## config.mk

```make
export PLATFORM = sky130hd
export DESIGN_NAME = deadline_timer_table_unit
export DESIGN_NICKNAME = d
export VERILOG_FILES = /design/src/rtl/dtt_pkg.sv /design/src/rtl/dtt_ram.sv /design/src/rtl/deadline_timer_table_unit.sv
export SDC_FILE = /design/constraint.sdc
export NUM_CORES = 2
export LEC_CHECK = 0
export BUFFER_PORTS_ARGS = -buffer_cell sky130_fd_sc_hd__buf_2
export CAP_MARGIN = 20
export CORE_MARGIN = 8
export CORE_UTILIZATION = 45
export DETAILED_ROUTE_END_ITERATION = 16
export SETUP_SLACK_MARGIN = 0.15
export SYNTH_ARGS = -nofsm -noshare
export SYNTH_HDL_FRONTEND = slang
export SYNTH_SLANG_ARGS = --single-unit
```

## constraint.sdc

```tcl
create_clock -name clk -period 13.68 [get_ports clk]
set_input_delay 0.684 -clock clk [delete_from_list [all_inputs] [get_ports clk]]
set_output_delay 0.684 -clock clk [all_outputs]
set_load 0.01 [all_outputs]
```

## src/rtl/dtt_pkg.sv

```systemverilog
// Package for the deadline timer table: operation and status codes, field widths,
// and the FSM state type.
// No dependencies.
package dtt_pkg;
  localparam int NumTimersDef = 16;
  localparam int TimeW = 48;
  localparam int PerW = 32;
  localparam int SlotW = 4;
  localparam int MaxRes = 16;
  localparam logic [TimeW-1:0] TimeMax = {TimeW{1'b1}};

  localparam logic [2:0] FN_ADD = 3'd0;
  localparam logic [2:0] FN_CANCEL = 3'd1;
  localparam logic [2:0] FN_REFRESH = 3'd2;
  localparam logic [2:0] FN_RESET = 3'd3;
  localparam logic [2:0] FN_EXPIRE = 3'd4;

  localparam logic [1:0] ST_OK = 2'd0;
  localparam logic [1:0] ST_INACTIVE = 2'd1;
  localparam logic [1:0] ST_FULL = 2'd2;

  typedef enum logic [3:0] {
    S_IDLE, S_RD, S_OP, S_XSCAN, S_XUPD, S_FSCAN, S_EMIT, S_WAIT
  } state_t;
endpackage

```

## src/rtl/dtt_ram.sv

```systemverilog
// Generic single-port-write, one-read synchronous RAM with a registered read.
// No dependencies.
module dtt_ram #(
  parameter int Width = 8,
  parameter int Depth = 16
) (
  input  logic                     clk,
  input  logic                     we,
  input  logic [$clog2(Depth)-1:0] waddr,
  input  logic [Width-1:0]         wdata,
  input  logic [$clog2(Depth)-1:0] raddr,
  output logic [Width-1:0]         rdata
);
  logic [Width-1:0] mem [Depth];
  always_ff @(posedge clk) begin
    if (we) mem[waddr] <= wdata;
    rdata <= mem[raddr];
  end
endmodule

```

## src/rtl/deadline_timer_table_unit.sv

```systemverilog
// Deadline timer table: top level. Timer state lives in one RAM (deadline, period,
// repeat) with active bits in flip-flops. Uses dtt_pkg and dtt_ram.
// Add, cancel, refresh and reset do a RAM read, op and write, a front scan over all slots
// and an emit. Expire does one pick pass per due timer (at most MaxRes) plus a final pass,
// an update pass and a front scan, then emits a beat per picked timer (or one if none).
// One item at a time, next accept the cycle after the last beat. Reset clears active bits.
module deadline_timer_table_unit #(
  parameter int NumTimers = dtt_pkg::NumTimersDef
) (
  input  logic         clk,
  input  logic         rst_n,
  input  logic         in_tvalid,
  output logic         in_tready,
  // func[2:0], slot_id[6:3], interval_ms[38:7], periodic[39], from_now[40],
  // now_ms[88:41], zero fill to 96
  input  logic [95:0]  in_tdata,
  output logic         out_tvalid,
  input  logic         out_tready,
  // status[1:0], result_slot[5:2], fired[6], front_changed[7],
  // first_deadline[55:8], any_active[56], zero fill to 64
  output logic [63:0]  out_tdata,
  output logic         out_tlast
);
  localparam int AW = $clog2(NumTimers);
  localparam int EW = dtt_pkg::TimeW + dtt_pkg::PerW + 1;
  localparam int CW = $clog2(NumTimers + 1);
  localparam int RcW = $clog2(dtt_pkg::MaxRes + 1);

  dtt_pkg::state_t st_r, st_nxt;

  logic [2:0] func_r;
  logic [dtt_pkg::SlotW-1:0] sid_r;
  logic [dtt_pkg::PerW-1:0] iv_r;
  logic per_r, fn_r;
  logic [dtt_pkg::TimeW-1:0] now_r;

  logic [NumTimers-1:0] act_r, act_nxt, taken_r, taken_nxt;
  logic [AW-1:0] tgt_r, tgt_nxt;
  logic [CW-1:0] cnt_r, cnt_nxt;
  logic [RcW-1:0] nres_r, nres_nxt;
  logic [AW-1:0] ord_r [dtt_pkg::MaxRes];
  logic [AW-1:0] ord_nxt [dtt_pkg::MaxRes];
  logic [RcW-1:0] emit_r, emit_nxt;

  logic bvalid_r, bvalid_nxt;
  logic [AW-1:0] bslot_r, bslot_nxt;
  logic [dtt_pkg::TimeW-1:0] bdl_r, bdl_nxt;
  logic brep_r, brep_nxt;
  logic rvalid_r, rvalid_nxt;
  logic [AW-1:0] rslot_r, rslot_nxt;

  logic [1:0] stat_r, stat_nxt;
  logic [AW-1:0] res_slot_r, res_slot_nxt;
  logic fc_r, fc_nxt;

  logic ovalid_r, ovalid_nxt;
  logic [63:0] odata_r, odata_nxt;
  logic olast_r, olast_nxt;

  logic we;
  logic [AW-1:0] waddr, raddr;
  logic [EW-1:0] wdata, rdata;
  logic [dtt_pkg::TimeW-1:0] rd_dl;
  logic [dtt_pkg::PerW-1:0] rd_per;
  logic rd_rep;

  dtt_ram #(.Width(EW), .Depth(NumTimers)) u_ram (
    .clk(clk), .we(we), .waddr(waddr), .wdata(wdata), .raddr(raddr), .rdata(rdata)
  );
  assign {rd_rep, rd_per, rd_dl} = rdata;

  function automatic logic [dtt_pkg::TimeW-1:0] sat_add(
    input logic [dtt_pkg::TimeW-1:0] a, input logic [dtt_pkg::TimeW-1:0] b);
    logic [dtt_pkg::TimeW:0] s;
    s = {1'b0, a} + {1'b0, b};
    sat_add = s[dtt_pkg::TimeW] ? dtt_pkg::TimeMax : s[dtt_pkg::TimeW-1:0];
  endfunction

  logic sid_ok, sid_valid, has_free;
  logic [AW-1:0] free_slot, cnt_a, rcnt_a;
  logic [dtt_pkg::TimeW-1:0] per48, iv48, start, newdl;
  logic scan_done;

  always_comb begin
    free_slot = '0;
    has_free = 1'b0;
    for (int i = NumTimers - 1; i >= 0; i--) begin
      if (!act_r[i]) begin
        free_slot = AW'(i);
        has_free = 1'b1;
      end
    end
  end

  assign sid_ok = (32'(sid_r) < NumTimers);
  assign sid_valid = sid_ok && act_r[sid_r[AW-1:0]];
  assign per48 = dtt_pkg::TimeW'(rd_per);
  assign iv48 = dtt_pkg::TimeW'(iv_r);
  assign start = fn_r ? now_r : ((rd_dl >= per48) ? (rd_dl - per48) : '0);
  assign cnt_a = cnt_r[AW-1:0];
  assign rcnt_a = rslot_r;
  assign scan_done = (cnt_r == CW'(NumTimers));

  always_comb begin
    st_nxt = st_r;
    case (st_r)
      dtt_pkg::S_IDLE: if (in_tvalid) st_nxt = dtt_pkg::S_RD;
      dtt_pkg::S_RD: st_nxt = dtt_pkg::S_OP;
      dtt_pkg::S_OP: begin
        if (func_r == dtt_pkg::FN_EXPIRE) st_nxt = dtt_pkg::S_XSCAN;
        else st_nxt = dtt_pkg::S_FSCAN;
      end
      dtt_pkg::S_XSCAN: begin
        if (scan_done && !rvalid_r) begin
          if (!bvalid_r || nres_r == RcW'(dtt_pkg::MaxRes)) st_nxt = dtt_pkg::S_XUPD;
        end
      end
      dtt_pkg::S_XUPD: if (scan_done && !rvalid_r) st_nxt = dtt_pkg::S_FSCAN;
      dtt_pkg::S_FSCAN: if (scan_done && !rvalid_r) st_nxt = dtt_pkg::S_EMIT;
      dtt_pkg::S_EMIT: st_nxt = dtt_pkg::S_WAIT;
      dtt_pkg::S_WAIT: begin
        if (!ovalid_r || out_tready) begin
          if (olast_r) st_nxt = dtt_pkg::S_IDLE;
          else st_nxt = dtt_pkg::S_EMIT;
        end
      end
      default: st_nxt = dtt_pkg::S_IDLE;
    endcase
  end

  always_comb begin
    act_nxt = act_r;
    taken_nxt = taken_r;
    tgt_nxt = tgt_r;
    cnt_nxt = cnt_r;
    nres_nxt = nres_r;
    ord_nxt = ord_r;
    emit_nxt = emit_r;
    bvalid_nxt = bvalid_r;
    bslot_nxt = bslot_r;
    bdl_nxt = bdl_r;
    brep_nxt = brep_r;
    rvalid_nxt = 1'b0;
    rslot_nxt = rslot_r;
    stat_nxt = stat_r;
    res_slot_nxt = res_slot_r;
    fc_nxt = fc_r;
    ovalid_nxt = ovalid_r;
    odata_nxt = odata_r;
    olast_nxt = olast_r;
    we = 1'b0;
    waddr = tgt_r;
    wdata = {brep_r, iv_r, bdl_r};
    raddr = sid_r[AW-1:0];
    newdl = '0;
    if (ovalid_r && out_tready) ovalid_nxt = 1'b0;
    case (st_r)
      dtt_pkg::S_IDLE: begin
        taken_nxt = '0;
        nres_nxt = '0;
        emit_nxt = '0;
        stat_nxt = dtt_pkg::ST_OK;
        res_slot_nxt = '0;
        fc_nxt = 1'b0;
        tgt_nxt = sid_r[AW-1:0];
      end
      dtt_pkg::S_RD: tgt_nxt = sid_r[AW-1:0];
      dtt_pkg::S_OP: begin
        cnt_nxt = '0;
        bvalid_nxt = 1'b0;
        case (func_r)
          dtt_pkg::FN_ADD: begin
            if (has_free) begin
              we = 1'b1;
              waddr = free_slot;
              wdata = {per_r, iv_r, sat_add(now_r, iv48)};
              act_nxt[free_slot] = 1'b1;
              res_slot_nxt = free_slot;
              tgt_nxt = free_slot;
              fc_nxt = 1'b1;
            end else begin
              stat_nxt = dtt_pkg::ST_FULL;
            end
          end
          dtt_pkg::FN_CANCEL: begin
            if (sid_valid) act_nxt[sid_r[AW-1:0]] = 1'b0;
            else stat_nxt = dtt_pkg::ST_INACTIVE;
          end
          dtt_pkg::FN_REFRESH: begin
            if (sid_valid) begin
              we = 1'b1;
              waddr = sid_r[AW-1:0];
              wdata = {rd_rep, rd_per, sat_add(now_r, per48)};
              fc_nxt = 1'b1;
            end else stat_nxt = dtt_pkg::ST_INACTIVE;
          end
          dtt_pkg::FN_RESET: begin
            if (sid_valid) begin
              we = 1'b1;
              waddr = sid_r[AW-1:0];
              wdata = {rd_rep, iv_r, sat_add(start, iv48)};
              fc_nxt = 1'b1;
            end else stat_nxt = dtt_pkg::ST_INACTIVE;
          end
          default: ;
        endcase
      end
      dtt_pkg::S_XSCAN: begin
        // one pick per pass over all slots
        if (!scan_done) begin
          raddr = cnt_a;
          rvalid_nxt = 1'b1;
          rslot_nxt = cnt_a;
          cnt_nxt = cnt_r + 1'b1;
        end
        if (rvalid_r && act_r[rcnt_a] && !taken_r[rcnt_a] && rd_dl <= now_r
            && (!bvalid_r || rd_dl < bdl_r)) begin
          bvalid_nxt = 1'b1;
          bslot_nxt = rcnt_a;
          bdl_nxt = rd_dl;
        end
        if (scan_done && !rvalid_r) begin
          cnt_nxt = '0;
          bvalid_nxt = 1'b0;
          if (bvalid_r && nres_r != RcW'(dtt_pkg::MaxRes)) begin
            taken_nxt[bslot_r] = 1'b1;
            ord_nxt[nres_r[$clog2(dtt_pkg::MaxRes)-1:0]] = bslot_r;
            nres_nxt = nres_r + 1'b1;
          end
        end
      end
      dtt_pkg::S_XUPD: begin
        if (!scan_done) begin
          raddr = cnt_a;
          rvalid_nxt = 1'b1;
          rslot_nxt = cnt_a;
          cnt_nxt = cnt_r + 1'b1;
        end
        if (rvalid_r && taken_r[rcnt_a]) begin
          if (rd_rep) begin
            we = 1'b1;
            waddr = rcnt_a;
            wdata = {rd_rep, rd_per, sat_add(now_r, per48)};
          end else act_nxt[rcnt_a] = 1'b0;
        end
        if (scan_done && !rvalid_r) begin
          cnt_nxt = '0;
          bvalid_nxt = 1'b0;
        end
      end
      dtt_pkg::S_FSCAN: begin
        if (!scan_done) begin
          raddr = cnt_a;
          rvalid_nxt = 1'b1;
          rslot_nxt = cnt_a;
          cnt_nxt = cnt_r + 1'b1;
        end
        if (rvalid_r && act_r[rcnt_a] && (!bvalid_r || rd_dl < bdl_r)) begin
          bvalid_nxt = 1'b1;
          bslot_nxt = rcnt_a;
          bdl_nxt = rd_dl;
          brep_nxt = rd_rep;
        end
        if (scan_done && !rvalid_r) begin
          if (func_r == dtt_pkg::FN_EXPIRE) begin
            fc_nxt = bvalid_r && taken_r[bslot_r] && brep_r;
          end else begin
            fc_nxt = fc_r && bvalid_r && (bslot_r == tgt_r);
          end
        end
      end
      dtt_pkg::S_EMIT: begin
        newdl = bvalid_r ? bdl_r : dtt_pkg::TimeMax;
        ovalid_nxt = 1'b1;
        if (func_r == dtt_pkg::FN_EXPIRE && nres_r != '0) begin
          odata_nxt = {7'b0, bvalid_r, newdl, fc_r, 1'b1,
                       dtt_pkg::SlotW'(ord_r[emit_r[$clog2(dtt_pkg::MaxRes)-1:0]]),
                       dtt_pkg::ST_OK};
          olast_nxt = (emit_r + 1'b1 == nres_r);
          emit_nxt = emit_r + 1'b1;
        end else begin
          odata_nxt = {7'b0, bvalid_r, newdl, fc_r, 1'b0,
                       dtt_pkg::SlotW'(res_slot_r), stat_r};
          olast_nxt = 1'b1;
        end
      end
      default: ;
    endcase
  end

  always_ff @(posedge clk) begin
    if (!rst_n) begin
      st_r <= dtt_pkg::S_IDLE;
      act_r <= '0;
      ovalid_r <= 1'b0;
      rvalid_r <= 1'b0;
      bvalid_r <= 1'b0;
    end else begin
      st_r <= st_nxt;
      act_r <= act_nxt;
      ovalid_r <= ovalid_nxt;
      rvalid_r <= rvalid_nxt;
      bvalid_r <= bvalid_nxt;
    end
  end

  always_ff @(posedge clk) begin
    if (st_r == dtt_pkg::S_IDLE && in_tvalid) begin
      func_r <= in_tdata[2:0];
      sid_r <= in_tdata[6:3];
      iv_r <= in_tdata[38:7];
      per_r <= in_tdata[39];
      fn_r <= in_tdata[40];
      now_r <= in_tdata[88:41];
    end
    taken_r <= taken_nxt;
    tgt_r <= tgt_nxt;
    cnt_r <= cnt_nxt;
    nres_r <= nres_nxt;
    ord_r <= ord_nxt;
    emit_r <= emit_nxt;
    bslot_r <= bslot_nxt;
    bdl_r <= bdl_nxt;
    brep_r <= brep_nxt;
    rslot_r <= rslot_nxt;
    stat_r <= stat_nxt;
    res_slot_r <= res_slot_nxt;
    fc_r <= fc_nxt;
    odata_r <= odata_nxt;
    olast_r <= olast_nxt;
  end

  assign in_tready = (st_r == dtt_pkg::S_IDLE);
  assign out_tvalid = ovalid_r;
  assign out_tdata = odata_r;
  assign out_tlast = olast_r;

  a_emit_one: assert property (@(posedge clk) disable iff (!rst_n)
    (st_r == dtt_pkg::S_EMIT) |=> ovalid_r) else $error("emit lost");
  a_nres_max: assert property (@(posedge clk) disable iff (!rst_n)
    nres_r <= RcW'(dtt_pkg::MaxRes)) else $error("too many results");
  a_fired_taken: assert property (@(posedge clk) disable iff (!rst_n)
    (st_r == dtt_pkg::S_XUPD) |-> ($countones(taken_r) == 32'(nres_r)))
    else $error("taken mismatch");
  a_no_accept_busy: assert property (@(posedge clk) disable iff (!rst_n)
    (st_r != dtt_pkg::S_IDLE) |-> !in_tready) else $error("ready while busy");
endmodule
```

**Yosys cells after proc, flatten, opt, wreduce, memory -nomap -nowiden**

Memory sizes are Yosys's and may differ from the RTL's. A register that Yosys moved wholly into a read port is not among the register bits.
Index checks and enable logic that the tools add are counted.

- Memories kept: 1
- Logic and storage cells: 310
- Memory bits (writable): 1296
- Input bits: 100
- Output and inout port bits: 67
- Bits in registers: 333

- Reduce and logical (&&, ||, !) cells: 59
- Muxes and demuxes: 139
- $add $sub $neg: 7
- Magnitude comparators: 14
- Eq/ne operators: 39
- Bitwise operators: 9

Memory list:

| memory | depth | width | rd ports | clocked after memory_dff | write ports | line | source |
|---|---|---|---|---|---|---|---|
| u_ram.mem | 16 | 81 | 1 | 1 | 1 | dtt_ram.sv:14 | `logic [Width-1:0] mem [Depth];` |

Operator list:

| operator | number |
|---|---|
| 81-bit two-way mux | 5 |
| 48-bit two-way mux | 8 |
| 81-bit one-hot mux with 3 select lines | 1 |
| 81-bit one-hot mux with 2 select lines | 1 |
| 48-bit by 32-bit adder with 49-bit output | 3 |
| 4-bit two-way mux | 36 |
| 16-bit two-way mux | 6 |
| 16-bit one-hot mux with 2 select lines | 3 |
| 48-bit one-hot mux with 2 select lines | 1 |
| 64-bit bitwise mux | 1 |
| 48-bit by 32-bit greater-or-equal comparator with 1-bit output | 1 |
| 48-bit <= comparator | 1 |
| 48-bit less-than comparator | 1 |
| 48-bit by 32-bit subtractor with 48-bit output | 1 |
| 1-bit two-way mux | 41 |
| 4-bit one-hot mux with 2 select lines | 5 |
| 16-bit AND | 2 |
| 16-bit NOT | 2 |
| 16-bit OR | 2 |
| 4-bit one-hot mux with 8 select lines | 1 |
| 2-bit != test, second input constant | 13 |
| 5-bit two-way mux | 5 |
| 1-bit logical AND | 20 |
| 4-bit by 5-bit less-than comparator with 1-bit output, second input constant | 4 |
| other kinds (48) | 103 |

**Depth between registers and ports, before layout**

- Depth after elaboration: 24
- Mapped depth: 30
- Mapped depth without buffers: 28

**Modules after synthesis**

A second synthesis with hierarchy kept.

- Cell total of the unflattened synthesis: 5197
- Area total of the unflattened synthesis: 77906.0 µm²

Modules (own cells, without submodules):

| module | times used | cells an instance | area each (µm²) |
|---|---|---|---|
| dtt_ram | 1 | 2078 | 50058.0 |
| deadline_timer_table_unit | 1 | 3119 | 27848.0 |

**Worst setup path after synthesis**

No wires, ideal clock.

- Path type: reg-to-reg
- Start: register sid_r[0] (netlist name)
- End: memory u_ram.mem[8][0] (netlist name) (enable)
- Path slack: 6857 ps
- Arrival time: 6303 ps
- Data required time: 13159 ps
- Library setup time: 521 ps
- Period minus slack after synthesis: 6823 ps
- Cell stages (with the launch flop): 11
- Buffers on the path: 1
- Path through: edfxtp_1 clkbuf_1 mux4_2 mux2_2 o21ai_0 nor2_1 a222oi_1 nor2_1 a221o_1 or2_2 nor2_1

- Cells in the longest elaborated chain, start to end: 7

RTL lines:

| element | line | source |
|---|---|---|
| from (decl) | deadline_timer_table_unit.sv:32 | `logic [dtt_pkg::SlotW-1:0] sid_r;` |
| from (signal assigned) | deadline_timer_table_unit.sv:310 | `sid_r <= in_tdata[6:3];` |
| 1-bit binary-select mux with 4-bit select | deadline_timer_table_unit.sv:96 | `assign sid_valid = sid_ok && act_r[sid_r[AW-1:0]];` |
| 1-bit two-way mux (not written as such) | deadline_timer_table_unit.sv:96 |  |
| 1-bit two-way mux | deadline_timer_table_unit.sv:190, deadline_timer_table_unit.sv:198 |  |
| 1-bit one-hot mux with 2 select lines | deadline_timer_table_unit.sv:171 | `case (func_r)` |
| 1-bit one-hot mux with 2 select lines | deadline_timer_table_unit.sv:157 | `case (st_r)` |
| 1-bit two-way mux | dtt_ram.sv:16 | `if (we) mem[waddr] <= wdata;` |
| 1-bit two-way mux (not written as such) | dtt_ram.sv:16 |  |
| to (decl) | dtt_ram.sv:14 |  |

Several ways; a longest one is shown, not always the timed one. The select of a mux whose other input is x is not followed.

**Worst setup path after layout**

- Start: register u_ram.rdata[61] (read register of u_ram.mem)
- End: memory u_ram.mem[9][17] (netlist name), data pin

- Cells in the longest elaborated chain, start to end: 8

RTL lines:

| element | line | source |
|---|---|---|
| from (decl) | dtt_ram.sv:12 | `output logic [Width-1:0] rdata` |
| 48-bit by 32-bit subtractor with 48-bit output or 48-bit by 32-bit greater-or-equal comparator with 1-bit output (tied branches) | deadline_timer_table_unit.sv:99 | `assign start = fn_r ? now_r : ((rd_dl >= per48) ? (rd_dl - per48) : '0);` |
| 48-bit two-way mux (2 in series) | deadline_timer_table_unit.sv:99 |  |
| 48-bit by 32-bit adder with 49-bit output | deadline_timer_table_unit.sv:75 | `s = {1'b0, a} + {1'b0, b};` |
| 48-bit two-way mux | deadline_timer_table_unit.sv:76 | `sat_add = s[dtt_pkg::TimeW] ? dtt_pkg::TimeMax : s[dtt_pkg::TimeW-1:0];` |
| 81-bit two-way mux | deadline_timer_table_unit.sv:198 | `if (sid_valid) begin` |
| 81-bit one-hot mux with 3 select lines | deadline_timer_table_unit.sv:171 |  |
| 81-bit one-hot mux with 2 select lines (*) | deadline_timer_table_unit.sv:157 |  |
| via u_ram.wdata[17] | dtt_ram.sv:10 | `input logic [Width-1:0] wdata,` |

Mark *: on every way through the listed nets, which the timed path passes. The rest lies on a longest branch.

==> flow_summary.yaml <==
route:
  drcViolationCount: 0
  vias_per_cell: 6.21
  drtIter0Drc: 5862
  drt-total-wl_mm: 249
  vias: 50941
  antenna_left: 0
  drtPass1Iterations: 14
  avgRoutedWirePerCell_um: 30.4
timing:
  hold_violations: 0
  fmax_mhz: 107
  slew_headroom: 0.165
  fin_crit_ns: 9.38
  tightest_slew_ns: 1.25
  setup_tns_ns: 0
  setup_viol: 0
  rsz0062_at_grt: "false"
  finalWorstSetupSlack_ns: 4.30
  skew_ns: 0.0459
  slew_violations: 0
  fin_crit_sh: 0.686
synthesis:
  ys_warn_count: 0
  async_reset_ff_frac: 0
  synth_flop_cell: "edfxtp_1"
  synth_common_cells: "edfxtp_1, nand2_1, mux4_2"
  synth_cells: 5441
  synth_top_area_cell: "edfxtp_1"
  synth_most_common_cell: "edfxtp_1"
  synth-seq-cells: 1709
  syn_area_um2: 79100
  synth.area.top_cells: "edfxtp_1, mux4_2, ha_1"
  synth_edf_count: 1606
  synth_cell_types: 106
  synth_top_area_frac: 0.610
  synth-seq-area-share: 0.636
  syn_avg_cell_area_um2: 14.5
placement:
  place_ws_ns: 4.44
  placed_area_um2: 83000
  dp_hpwl_mm: 163
  finalWeightedCongestion: 0.987
  portBuffers: 152
  placed_cells: 7788
clock_tree:
  cts_hold_buf: 65
  cts_tree: "done"
  path_clk_slew_ns: 0.06
  cts_resized: 0
  numCtsBuffers: 178
  post-cts-setup-buffers: 0
  clockBufferDepth: 3
  insertion_delay_ns: 0.86
  numClockSinks: 1709
  htreeDepth: 4
  cts_root_buf: "clkbuf_16"
setup_path:
  crit_fanout: 33
  startpoint_type: "flip-flop"
  end_kind: "flip-flop"
  rrSetupSlack_ns: 4.30
  required_ns: 14.16
  path_class: "reg -> reg"
  worst_ep_arrival_time_ns: 9.86
power_and_ir_drop:
  power_leakage_nw: 30.4
  p_per_area_nw_per_um2: 228
  peakVddDrop_uv: 165
global_route:
  overflow: 0
  grt_max_degree: 101
  grtUsageTotal: 0.254
  antenna_found_initial: 7
  grt_pass1_vias: 49955
  grt_first_pass_wirelength_mm: 357
finish:
  nNetsFinal: 6044
  fin_cells: 8203
  drive_above_1_share: 0.181
  multi_input_comb_area_um2: 27200
  seq_area_um2: 50300
  nFillCells: 14760
  area_growth_pct: 13.2
  final_area_um2: 89600
floorplanning:
  fp.dieH_um: 435
  ios: 167
  die_area_um2: 189000
  placementRows: 154
  fp.dieW_um: 435
  core_area_um2: 175000
  initial_utilization: 0.451
job:
  maxCapViolCount: 0
hold_path:
  min_path_type: "in -> reg"
status:
  status: "finished clean"
## state kept, by name, indices dropped and copies added, names as in the netlist, 5 cells and up
signal and count:
ord_r 64, bdl_r 48, nres_r 5, emit_r 5, u_ram.rdata 81, u_ram.mem 1296, iv_r 32, out_tdata 57
now_r 48, act_r 16, taken_r 16, cnt_r 5
## power breakdown
group	internal [mW]	total, mW	switching, mW
clock network	2.69	4.77	2.08
logic	3.22	8.65	5.43
registers	6.45	7.02	0.566
total	12.4	20.4	8.07
## worst paths after layout
| path | end | depth (start not counted) | start |
|---|---|---|---|
| max | u_ram.mem[9][17] | 24 | u_ram.rdata[61] |
| max reg2reg | u_ram.mem[9][17] | 24 | u_ram.rdata[61] |
| min reg2reg | bdl_r[0] | 0 | u_ram.rdata[0] |
| min | now_r[2] | 1 | in_tdata[43] |
## metal layers
layer  global-route usage  up-vias  wire (um)
met2                0.400     2410     115000
met3               0.0515      450      21300
met1                0.359    26124     105000
li1                     -    21957          -
met4               0.0785        0       8240
met5                    0        -          0
## through the flow
step / hold slack, ns / power (mW) / util
2_1_floorplan: 0.406 / 12.7 / -
3_3_place_gp: 0.449 / 15.5 / 0.473
3_5_place_dp: 0.445 / 15.6 / 0.473
4_1_cts: 0.000140 / 20.4 / 0.510
5_1_grt: 0.0147 / 21.3 / 0.511
6_report: 0.0598 / 20.4 / 0.511
## worst max-delay path: stages (launching register included)
cell,delay (ns)
dfxtp_1,0.52
inv_1,0.08
ha_1,0.52
nand4_2,0.21
nor4_2,0.47
nand4_1,0.23
and3_1,0.41
a21oi_1,0.73
nand2_1,0.15
o21ai_0,0.16
inv_1,0.10
fa_1,0.42
nor2b_1,0.18
o2111ai_1,0.17
nand3_1,0.27
a21oi_1,0.25
nor4_1,0.60
a21oi_1,0.24
o21ai_0,0.57
nand4_2,0.35
nor3_4,0.28
nand2_2,0.64
a21oi_1,0.36
a2111oi_0,0.11
o31ai_2,0.93
## cell type report
class / count / share of cell area
inverter: 180 / 0.00754
timing repair buffer: 373 / 0.0298
multi-input combinational: 3268 / 0.304
clock inverter: 89 / 0.00985
sequential: 1709 / 0.562
clock buffer: 239 / 0.0544
antenna: 5 / 0.000140
tap: 2340 / 0.0327
## cells by family after synthesis
| family | after synthesis | synth area share |
|---|---|---|
| flops | 1709 | 0.636 |
| mux | 415 | 0.111 |
| xor+xnor | 161 | 0.0178 |
| fa+ha+maj | 234 | 0.0374 |
| buf+inv | 470 | 0.0237 |
| other cells | 1 | 0.0000474 |
| simple gates | 1250 | 0.0760 |
| compound gates | 1201 | 0.0989 |
## cells in the final DEF, fill, tap and decap left out, types with 149 or more instances in the layout
cell	n
edfxtp_1	1606
buf_2	152
inv_1	177
nand2_1	461
nor2_1	232
clkbuf_16	182
ha_1	230
o21ai_0	239
buf_4	149
a21oi_1	278
mux4_2	363
Power figures use the tool's default switching activity.
